--- config.mk ---
export PLATFORM = sky130hd
export DESIGN_NAME = parallel_printer_byte_sender
export DESIGN_NICKNAME = d
export VERILOG_FILES = /design/src/rtl/core/pps_pkg.sv /design/src/rtl/core/pps_cfg.sv /design/src/rtl/core/pps_seq.sv /design/src/rtl/core/parallel_printer_byte_sender.sv
export SDC_FILE = /design/constraint.sdc
export NUM_CORES = 1
export LEC_CHECK = 0
export ABC_AREA = 1
export BUFFER_PORTS_ARGS = -buffer_cell sky130_fd_sc_hd__buf_4
export CORE_UTILIZATION = 50
export CTS_CLUSTER_DIAMETER = 120
export CTS_CLUSTER_SIZE = 28
export DETAILED_ROUTE_END_ITERATION = 16
export PLACE_DENSITY = 0.69
export SLEW_MARGIN = 30
export SYNTH_ARGS = -nofsm -noshare
export SYNTH_HDL_FRONTEND = slang
export SYNTH_SLANG_ARGS = --single-unit
--- constraint.sdc ---
create_clock -name clk -period 7.8 [get_ports clk]
set_input_delay 0.39 -clock clk [delete_from_list [all_inputs] [get_ports clk]]
set_output_delay 0.39 -clock clk [all_outputs]
set_load 0.01 [all_outputs]
--- src/rtl/core/pps_pkg.sv ---
`timescale 1ns / 1ps
`default_nettype none

package pps_pkg;

  // Default width of the busy timeout register and of the wait counter.
  localparam int unsigned TIMEOUT_BITS_DEF = 21;

  localparam int unsigned BUSY_TIMEOUT_RST  = 2000000;
  localparam logic [15:0] STROBE_TICKS_RST  = 16'd1;
  localparam logic        CRLF_ENABLE_RST   = 1'b0;
  localparam logic [7:0]  TIMEOUT_LIMIT_RST = 8'd10;

  localparam logic [7:0] CHAR_CR = 8'h0D;
  localparam logic [7:0] CHAR_LF = 8'h0A;

  localparam int unsigned CFG_ADDR_W = 2;

  typedef enum logic [CFG_ADDR_W-1:0] {
    REG_BUSY_TIMEOUT  = 2'd0,
    REG_STROBE_TICKS  = 2'd1,
    REG_CRLF_ENABLE   = 2'd2,
    REG_TIMEOUT_LIMIT = 2'd3
  } reg_idx_t;

  typedef enum logic [1:0] {
    ST_NONE    = 2'd0,
    ST_SENT    = 2'd1,
    ST_TIMEOUT = 2'd2,
    ST_REFUSED = 2'd3
  } status_t;

  typedef enum logic [3:0] {
    PH_IDLE   = 4'b0001,
    PH_WAIT   = 4'b0010,
    PH_SETUP  = 4'b0100,
    PH_STROBE = 4'b1000
  } phase_t;

  // Fixed-width configuration fields handed to the sequencer.
  typedef struct packed {
    logic [15:0] strobe_ticks;
    logic        crlf_enable;
    logic [7:0]  timeout_limit;
  } misc_cfg_t;

  // Input item as carried on in_tdata, last field in the lowest bit.
  typedef struct packed {
    logic [5:0] pad;
    logic       not_busy;
    logic [7:0] byte_value;
    logic       byte_valid;
  } in_item_t;

  // Result item as carried on out_tdata, last field in the lowest bit.
  typedef struct packed {
    logic [3:0] pad;
    status_t    status;
    logic       strobe_res;
    logic [7:0] data_out;
    logic       accept;
  } out_item_t;

endpackage

`default_nettype wire

--- src/rtl/core/pps_cfg.sv ---
`timescale 1ns / 1ps
`default_nettype none

module pps_cfg
  import pps_pkg::*;
#(
  parameter int unsigned TIMEOUT_BITS = TIMEOUT_BITS_DEF,
  parameter int unsigned CFG_DATA_W   = (TIMEOUT_BITS > 16) ? TIMEOUT_BITS : 16
) (
  input  wire logic                    clk,
  input  wire logic                    rst_n,
  input  wire logic                    cfg_we,
  input  wire logic [CFG_ADDR_W-1:0]   cfg_addr,
  input  wire logic [CFG_DATA_W-1:0]   cfg_wdata,
  output logic      [TIMEOUT_BITS-1:0] busy_timeout,
  output misc_cfg_t                    misc_cfg
);

  localparam logic [TIMEOUT_BITS-1:0] BusyTimeoutRst = TIMEOUT_BITS'(BUSY_TIMEOUT_RST);

  logic [TIMEOUT_BITS-1:0] busy_timeout_r;
  misc_cfg_t               misc_cfg_r;

  always_ff @(posedge clk) begin
    if (!rst_n) begin
      busy_timeout_r           <= BusyTimeoutRst;
      misc_cfg_r.strobe_ticks  <= STROBE_TICKS_RST;
      misc_cfg_r.crlf_enable   <= CRLF_ENABLE_RST;
      misc_cfg_r.timeout_limit <= TIMEOUT_LIMIT_RST;
    end else if (cfg_we) begin
      case (reg_idx_t'(cfg_addr))
        REG_BUSY_TIMEOUT:  busy_timeout_r           <= cfg_wdata[TIMEOUT_BITS-1:0];
        REG_STROBE_TICKS:  misc_cfg_r.strobe_ticks  <= cfg_wdata[15:0];
        REG_CRLF_ENABLE:   misc_cfg_r.crlf_enable   <= cfg_wdata[0];
        REG_TIMEOUT_LIMIT: misc_cfg_r.timeout_limit <= cfg_wdata[7:0];
        default: ;
      endcase
    end
  end

  assign busy_timeout = busy_timeout_r;
  assign misc_cfg     = misc_cfg_r;

endmodule

`default_nettype wire

--- src/rtl/core/pps_seq.sv ---
`timescale 1ns / 1ps
`default_nettype none

module pps_seq
  import pps_pkg::*;
#(
  parameter int unsigned TIMEOUT_BITS = TIMEOUT_BITS_DEF
) (
  input  wire logic                    clk,
  input  wire logic                    rst_n,
  input  wire logic                    step,
  input  wire in_item_t                item,
  input  wire logic [TIMEOUT_BITS-1:0] busy_timeout,
  input  wire misc_cfg_t               misc_cfg,
  output out_item_t                    result
);

  phase_t                  phase_r, phase_nxt;
  logic [TIMEOUT_BITS-1:0] wait_count_r, wait_count_nxt, wait_inc;
  logic [15:0]             pulse_count_r, pulse_count_nxt;
  logic [7:0]              held_byte_r, held_byte_nxt;
  logic                    lf_pending_r, lf_pending_nxt;
  logic [7:0]              timeout_runs_r, timeout_runs_nxt, runs_inc;
  logic                    disabled_r, disabled_nxt;

  // Saturating increments used in the wait phase.
  assign wait_inc = (wait_count_r == '1) ? wait_count_r : wait_count_r + 1'b1;
  assign runs_inc = (timeout_runs_r == 8'hFF) ? timeout_runs_r : timeout_runs_r + 8'd1;

  always_comb begin
    phase_nxt        = phase_r;
    wait_count_nxt   = wait_count_r;
    pulse_count_nxt  = pulse_count_r;
    held_byte_nxt    = held_byte_r;
    lf_pending_nxt   = lf_pending_r;
    timeout_runs_nxt = timeout_runs_r;
    disabled_nxt     = disabled_r;
    result           = '0;

    case (phase_r)
      PH_IDLE: begin
        if (item.byte_valid) begin
          if (disabled_r) begin
            result.status = ST_REFUSED;
          end else begin
            result.accept  = 1'b1;
            wait_count_nxt = '0;
            phase_nxt      = PH_WAIT;
            if (misc_cfg.crlf_enable && item.byte_value == CHAR_LF) begin
              held_byte_nxt  = CHAR_CR;
              lf_pending_nxt = 1'b1;
            end else begin
              held_byte_nxt  = item.byte_value;
              lf_pending_nxt = 1'b0;
            end
          end
        end
      end
      PH_WAIT: begin
        if (item.not_busy) begin
          timeout_runs_nxt = '0;
          pulse_count_nxt  = '0;
          result.data_out  = held_byte_r;
          phase_nxt        = PH_SETUP;
        end else begin
          wait_count_nxt = wait_inc;
          if (wait_inc >= busy_timeout) begin
            result.status    = ST_TIMEOUT;
            lf_pending_nxt   = 1'b0;
            timeout_runs_nxt = runs_inc;
            if (misc_cfg.timeout_limit != 8'd0 && runs_inc >= misc_cfg.timeout_limit) begin
              disabled_nxt = 1'b1;
            end
            phase_nxt = PH_IDLE;
          end
        end
      end
      PH_SETUP: begin
        result.data_out = held_byte_r;
        if (pulse_count_r < misc_cfg.strobe_ticks) begin
          pulse_count_nxt = pulse_count_r + 16'd1;
        end else begin
          result.strobe_res = 1'b1;
          pulse_count_nxt   = 16'd1;
          phase_nxt         = PH_STROBE;
        end
      end
      PH_STROBE: begin
        result.data_out = held_byte_r;
        if (pulse_count_r < misc_cfg.strobe_ticks) begin
          result.strobe_res = 1'b1;
          pulse_count_nxt   = pulse_count_r + 16'd1;
        end else begin
          result.status = ST_SENT;
          if (lf_pending_r) begin
            // Carriage return is out; the line feed follows with its own wait.
            lf_pending_nxt = 1'b0;
            held_byte_nxt  = CHAR_LF;
            wait_count_nxt = '0;
            phase_nxt      = PH_WAIT;
          end else begin
            phase_nxt = PH_IDLE;
          end
        end
      end
      default: begin
        phase_nxt = PH_IDLE;
      end
    endcase
  end

  always_ff @(posedge clk) begin
    if (!rst_n) begin
      phase_r        <= PH_IDLE;
      wait_count_r   <= '0;
      pulse_count_r  <= '0;
      held_byte_r    <= '0;
      lf_pending_r   <= 1'b0;
      timeout_runs_r <= '0;
      disabled_r     <= 1'b0;
    end else if (step) begin
      phase_r        <= phase_nxt;
      wait_count_r   <= wait_count_nxt;
      pulse_count_r  <= pulse_count_nxt;
      held_byte_r    <= held_byte_nxt;
      lf_pending_r   <= lf_pending_nxt;
      timeout_runs_r <= timeout_runs_nxt;
      disabled_r     <= disabled_nxt;
    end
  end

endmodule

`default_nettype wire

--- src/rtl/core/parallel_printer_byte_sender.sv ---
// Parallel printer byte sender.
// Each item on the in_ channel is one tick of the printer port: the sampled
// not-busy line and an optional byte offer. Every accepted item produces
// exactly one result item on the out_ channel with the accept flag, the
// value for the data lines, the strobe level and a status code (sent,
// timeout, refused because disabled).
// The cfg_ port writes the busy timeout, strobe width, console line-feed
// mode and timeout limit; the user must write it only while no items are in
// flight, and the block itself does not enforce this. An item is captured in
// an input register, processed by the sequencer once the output register is
// free, and its result lands in the output register. One item is accepted per
// cycle while in_tready is high; the sequencer state advances once per item.
// When the receiver stalls, the output register holds its result and the
// input register fills; in_tready drops only when both are occupied.
// Reset (synchronous, active low) empties both registers, returns the
// sequencer to idle, clears the timeout run count and re-enables the sender,
// and loads the register defaults.
`timescale 1ns / 1ps
`default_nettype none

module parallel_printer_byte_sender
  import pps_pkg::*;
#(
  parameter int unsigned TIMEOUT_BITS = TIMEOUT_BITS_DEF,
  parameter int unsigned CFG_DATA_W   = (TIMEOUT_BITS > 16) ? TIMEOUT_BITS : 16
) (
  input  wire logic                  clk,
  input  wire logic                  rst_n,
  input  wire logic                  in_tvalid,
  output logic                       in_tready,
  input  wire logic [15:0]           in_tdata,   // byte_valid, byte_value, not_busy
  output logic                       out_tvalid,
  input  wire logic                  out_tready,
  output logic      [15:0]           out_tdata,  // accept, data_out, strobe_res, status
  input  wire logic                  cfg_we,
  input  wire logic [CFG_ADDR_W-1:0] cfg_addr,
  input  wire logic [CFG_DATA_W-1:0] cfg_wdata
);

  logic [TIMEOUT_BITS-1:0] busy_timeout;
  misc_cfg_t               misc_cfg;
  logic                    in_valid_r;
  in_item_t                in_item_r;
  logic                    out_valid_r;
  out_item_t               out_item_r;
  out_item_t               result;
  logic                    out_free;
  logic                    step;

  pps_cfg #(
    .TIMEOUT_BITS(TIMEOUT_BITS),
    .CFG_DATA_W  (CFG_DATA_W)
  ) u_cfg (
    .clk         (clk),
    .rst_n       (rst_n),
    .cfg_we      (cfg_we),
    .cfg_addr    (cfg_addr),
    .cfg_wdata   (cfg_wdata),
    .busy_timeout(busy_timeout),
    .misc_cfg    (misc_cfg)
  );

  assign out_free  = !out_valid_r || out_tready;
  assign step      = in_valid_r && out_free;
  assign in_tready = !in_valid_r || out_free;

  always_ff @(posedge clk) begin
    if (!rst_n) begin
      in_valid_r <= 1'b0;
    end else if (in_tready) begin
      in_valid_r <= in_tvalid;
    end
  end

  always_ff @(posedge clk) begin
    if (in_tready && in_tvalid) begin
      in_item_r <= in_item_t'(in_tdata);
    end
  end

  pps_seq #(
    .TIMEOUT_BITS(TIMEOUT_BITS)
  ) u_seq (
    .clk         (clk),
    .rst_n       (rst_n),
    .step        (step),
    .item        (in_item_r),
    .busy_timeout(busy_timeout),
    .misc_cfg    (misc_cfg),
    .result      (result)
  );

  always_ff @(posedge clk) begin
    if (!rst_n) begin
      out_valid_r <= 1'b0;
    end else if (out_free) begin
      out_valid_r <= step;
    end
  end

  always_ff @(posedge clk) begin
    if (step) begin
      out_item_r <= result;
    end
  end

  assign out_tvalid = out_valid_r;
  assign out_tdata  = out_item_r;

endmodule

`default_nettype wire

Yosys cells after proc, flatten, opt, wreduce, memory -nomap -nowiden
Index checks and enable logic that the tools add are counted.
- add/subtract/negate cells: 3
- order comparisons: 3
- equality and inequality tests: 20
- muxes and demuxes: 47
- bitwise gates (word level): 1
- reductions and logical operators: 27
- operators by type and width (operator ; number):
    2-to-1 mux 21 bit ; 6
    2-to-1 mux 8 bit ; 9
    case mux 21 bit (3 select lines) ; 1
    2-to-1 mux 16 bit ; 3
    case mux 16 bit (3 select lines) ; 1
    case mux 8 bit (2 select lines) ; 2
    2-to-1 mux 4 bit ; 6
    adder 21 x 1 -> 21 bit (second input constant) ; 1
    == test 21 bit (second input constant) ; 1
    >= comparator 21 bit ; 1
    adder 16 x 1 -> 16 bit (second input constant) ; 1
    < comparator 16 bit ; 1
    case mux 4 bit (4 select lines) ; 1
    AND reduction 7 bit ; 2
    != test 2 bit (second input constant) ; 6
    AND reduction 6 bit ; 2
    2-to-1 mux 1 bit ; 10
    2-to-1 mux 2 bit ; 5
    AND reduction 2 bit ; 5
    adder 8 x 1 -> 8 bit (second input constant) ; 1
    == test 8 x 4 -> 1 bit (second input constant) ; 1
    == test 8 bit (second input constant) ; 1
    >= comparator 8 bit ; 1
    nonzero test 8 bit ; 1
    22 further kinds ; 32
- register bits: 129
- output and inout port bits: 18
- word-level logic and storage cells: 121

Longest topological paths before layout
- depth in word-level cells: 6
- gate-level depth with buffers: 22

Cells and area by module
From an unflattened synthesis, not the netlist that was laid out.
- cell total of the unflattened synthesis: 1192
- area total of the unflattened synthesis: 8175.3 um^2
- modules (own cells, without submodules) (module ; instances ; cells each ; area an instance (um^2)):
    pps_seq ; 1 ; 867 ; 5233.8
    pps_cfg ; 1 ; 280 ; 1885.6
    parallel_printer_byte_sender ; 1 ; 45 ; 1056.0

Worst setup path before layout
No wires, ideal clock.
- path type: reg-to-reg
- start point: register u_seq.wait_count_r[0]
- end point: register u_seq.timeout_runs_r[1]
- setup time: 70 ps
- arrival time: 2715 ps
- required time: 7730 ps
- setup slack: 5014 ps
- cell stages (with the launch flop): 21
- path through: dfxtp_1 ha_1 nand3_1 inv_1 nand2_1 nor3_4 inv_2 buf_6 nand2_1 ha_1 nand2_1 inv_1 nand2_1 nand2_1 a21oi_1 nand4_2 inv_1 nand2_1 nand2_2 nand2_1 a21oi_1
- longest elaborated chain between the ends: 5
- elaborated cells between the ends (all ways): 6
- those cells by class: 1 x add/sub; 1 x order compare; 1 x eq/ne; 1 x mux; 2 x reduce/logical
- ends and longest elaborated chain (element ; line ; text):
    from (decl) ; pps_seq.sv:19 ; logic [TIMEOUT_BITS-1:0] wait_count_r, wait_count_nxt, wait_inc;
    from (signal assigned) ; pps_seq.sv:123 ; wait_count_r <= wait_count_nxt;
    adder 21 x 1 -> 21 bit / == test 21 bit (equally long branches) ; pps_seq.sv:27 ; assign wait_inc = (wait_count_r == '1) ? wait_count_r : wait_count_r + 1'b1;
    2-to-1 mux 21 bit * ; pps_seq.sv:27 ;
    >= comparator 21 bit * ; pps_seq.sv:67 ; if (wait_inc >= busy_timeout) begin
    nonzero test 2 bit (no line) * ; -- ;
    AND reduction 3 bit (no line) * ; -- ;
    to (signal assigned) ; pps_seq.sv:127 ; timeout_runs_r <= timeout_runs_nxt;
    to (decl) ; pps_seq.sv:23 ; logic [7:0] timeout_runs_r, timeout_runs_nxt, runs_inc;
Mark *: on every way between the ends. The rest lies on a longest branch, timed or not.
A chain may end at the register's enable or synchronous reset.

Final worst setup path
- start point: register u_seq.wait_count_r[0]
- end point: register u_seq.timeout_runs_r[5]
Same word-level chain as after synthesis.

==> run_results.csv <==
group,metric,value,unit
run_status,status,"complete, no violations",
timing,min_period_over_period,45.2,%
cells_and_area,nNetsFinal,1207,
logic_synthesis,synthCells,1076,
logic_synthesis,ys_warn_count,0,
timing,worst_pin_slew,0.939,ns
critical_path,crit_chain,"ha_1 > nand3_1 > inv_1 > nand2_1 > nor3_4 > inv_2 > nand2_1 > ha_1 > nand2_1 > nor2_1 > nand2_1 > nor2_1 > nand2_1 > nand4_2 > inv_1 > nand2_1 > nand2_2 > nand2_1 > a21oi_1",
clock_network,cts_setup_buffers,0,
clock_network,clkLatencyLatePin,0.42,ns
power_and_ir_drop,ir_drop,0.165,mV
timing,whs,0.142,ns
critical_path,cp_max_fo,19,
critical_path,start_kind,"flop",
power_and_ir_drop,p_seq_share,42.0,%
cells_and_area,areaGrowthSynthToFinish,14.0,%
routing,finalWirelength,17.9,mm
die,fp.dieW,124,microns
routing,routedWlPerCell,13.6,microns
cells_and_area,layout_commonest_cell,"nand2_1",
power_and_ir_drop,power_density,204,nW/um^2
logic_synthesis,ys_ff_latch,129,
critical_path,cp.arrival,3.87,ns
logic_synthesis,synth_cell_types,41,
clock_network,cts_repair_resize_count,0,
timing,max-slew-margin-rel,37.0,%
global_route,grt_pass1_wl,29.2,mm
critical_path,ff2ff_path_depth,19,
logic_synthesis,synth_top_area_share,28.6,%
clock_network,path_clk_slew,0.07,ns
critical_path,ff2ff_setup_slack,4.27,ns
die,rows,44,
logic_synthesis,yosys.area.top_type,"dfxtp_1",
logic_synthesis,synthTopCellsByArea,"dfxtp_1, nand2_1, edfxtp_1, inv_1, ha_1",
worst_hold_path,hold_depth,1,
critical_path,timing_worst_setup_path_type,"flop to flop",
routing,drt-pass1-iter-count,5,
clock_network,cts_root_buffer,"clkbuf_16",
critical_path,crit_top_cell,"nand2_1",
routing,vias_per_cell,5.12,
critical_path,slowest_stage,"dfxtp_1",
cells_and_area,diodes,0,
logic_synthesis,netlist_area,7490,sq um
routing,vias,6717,
placed_design,io_buffers,51,
cells_and_area,fill_cells,1388,
power_and_ir_drop,swShare,28.5,%
die,initial_core_util,51.4,%
timing,layout_min_cycle_time,3.53,ns
die,core-area,14600,sq um
power_and_ir_drop,p_int,0.00124,W
clock_network,cts_sinks,129,
timing,fmax,283,MHz
critical_path,worstReg2RegEnd,"u_seq.timeout_runs_r[5]",
timing,setup_viol,0,
worst_hold_path,holdPathEnd,"in_item_r[8]",
worst_hold_path,hold_class,"input pin to flop",
cells_and_area,drive_gt1_share,10.6,%
timing,rsz0062_at_grt,"false",
clock_network,cts_hold_buffers,0,
clock_network,cts_htree_levels,4,
routing,drtIter0Drc,484,
placed_design,globalplace.congestion,0.882,
critical_path,cpPeakStageDelay,0.37,ns
worst_hold_path,hp-start,"in_tdata[8]",
critical_path,path_buf_inv,3,
critical_path,critical-path-top-delay-family,"simple AND/OR/NAND/NOR gates",
job,drv_cap,0,
clock_network,numCtsBuffers,17,
logic_synthesis,synth_area_per_cell,6.96,sq um
timing,setup_ws,4.27,ns
power_and_ir_drop,leakagePower,3.99,nW
global_route,antenna_found_initial,0,
global_route,grt_pass1_vias,6073,
power_and_ir_drop,clockPowerShare,44.8,%
critical_path,r2r-start,"u_seq.wait_count_r[0]",
placed_design,dp_hpwl,13.0,mm
die,dieArea,15500,sq um
global_route,overflow,0,
critical_path,required,8.14,ns
timing,tns,0,ns
global_route,grt_max_degree,84,
die,die-height,124,microns
critical_path,worst_setup_path_end_kind,"flop",
clock_network,cts_tree,"built",
logic_synthesis,yosysSeqAreaShare,37.4,%
die,io_pins,62,
power_and_ir_drop,combPwrFrac,13.2,%
routing,antenna_left,0,
placed_design,place_ws,4.28,ns
timing,final-hold-violation-count,0,
power_and_ir_drop,p_sw,0.000496,W
cells_and_area,layout.cells.most_common_list,"nand2_1, inv_1, nor2_1",
timing,drv_slew,0,
clock_network,cts_buffer_depth,2,
global_route,track_usage,23.6,%
timing,skew,0.00892,ns
routing,route.detailed.drc,0,
[worst max-delay path by stage]
stage,startpoint,end,slack (ns),depth (start not counted)
5_1_grt,u_seq.wait_count_r[0],u_seq.timeout_runs_r[5],3.88,19
3_3_place_gp,u_seq.wait_count_r[0],u_seq.timeout_runs_r[6],4.32,19
3_5_place_dp,u_seq.wait_count_r[0],u_seq.timeout_runs_r[6],4.28,19
2_1_floorplan,u_seq.wait_count_r[0],u_seq.timeout_runs_r[1],5.01,20
4_1_cts,u_seq.wait_count_r[0],u_seq.timeout_runs_r[2],4.27,19
6_report,u_seq.wait_count_r[0],u_seq.timeout_runs_r[5],4.27,19
[flip-flops by register name, indices dropped and copies added (netlist names)]
signal                cells
u_seq.wait_count_r       21
u_seq.disabled_r          1
out_tvalid                1
u_seq.timeout_runs_r      8
out_tdata                12
in_item_r                10
u_cfg.misc_cfg           25
u_seq.phase_r             4
u_seq.lf_pending_r        1
u_seq.pulse_count_r      16
u_seq.held_byte_r         8
in_valid_r                1
u_cfg.busy_timeout       21
[logic make-up after synthesis]
family,Yosys count,synth area share [%]
buffers and inverters,209,10.9
adders and majority gates,47,7.85
other,1,0.0500
DFF,129,37.4
xor gates and xnor gates,29,3.39
AOI/OAI and AO/OA,180,13.1
and+or+nand+nor,481,27.3
[layout make-up]
class | instances | area [sq um] | share of cell area (%)
clock inverter | 15 | 150 | 1.76
timing repair buffer | 52 | 390 | 4.57
inverter | 175 | 657 | 7.69
tap | 184 | 230 | 2.69
sequential | 129 | 2800 | 32.8
multi-input combinational | 741 | 3890 | 45.5
clock buffer | 17 | 425 | 4.98
[routing by layer]
| metal | wire, microns | share of wire (%) | vias up | GRT usage, % |
|---|---|---|---|---|
| met4 | 273 | 1.5 | 0 | 8.36 |
| met3 | 694 | 3.9 | 25 | 3.99 |
| li1 | - | - | 3548 | - |
| met5 | 0 | 0 | - | 0 |
| met2 | 8390 | 47 | 131 | 38.7 |
| met1 | 8550 | 48 | 3013 | 31.3 |
[through the flow]
stage	instances	total power (W)	area, sq um	util [%]
after CTS	1313	0.00175	8540	58.6
after floorplan	1079	0.000910	7500	-
final	1313	0.00174	8540	58.6
after detailed placement	1281	0.000974	7970	54.6
after global placement	1281	0.000970	7970	54.6
after global routing	1313	0.00182	8540	58.6
[power groups by stage]
stage	Combinational, W	Sequential, W	Clock (W)
6_report	0.000229	0.000732	0.000780
5_1_grt	0.000264	0.000735	0.000823
4_1_cts	0.000230	0.000731	0.000791
3_5_place_dp	0.000228	0.000746	0
3_3_place_gp	0.000225	0.000745	0
2_1_floorplan	0.000167	0.000743	0
[synth_stat cells]
cell type	count
clkinv_1	1
ha_1	47
nor3_4	1
xnor2_1	5
nand3_2	3
o21ai_0	51
nand3b_1	1
inv_2	14
o31ai_1	1
buf_2	6
xor2_1	24
nor3b_2	1
a21boi_2	1
o21ai_1	4
buf_4	5
dfxtp_1	107
nor3_1	21
a21o_1	1
o221ai_1	1
o2111ai_1	10
edfxtp_1	22
buf_6	1
nand2_1	252
a31oi_1	1
clkbuf_1	21
or2_2	1
a211oi_1	1
a21oi_2	2
inv_1	160
nand4_2	1
nand2_2	5
o211ai_1	7
a21oi_1	100
nor4_1	5
nand3_1	46
buf_1	1
nor2_1	117
nand4_1	21
conb_1	1
nor3_2	2
nor2_2	4
[worst register-to-register path, delay by kind of cell (launching register included)]
family	cells	cell delay (ns)
and+or+nand+nor	13	1.90
adders and majority gates	2	0.57
buffers and inverters	3	0.49
DFF	1	0.37
AOI/OAI and AO/OA	1	0.13
(Power assumes the default switching activity.)
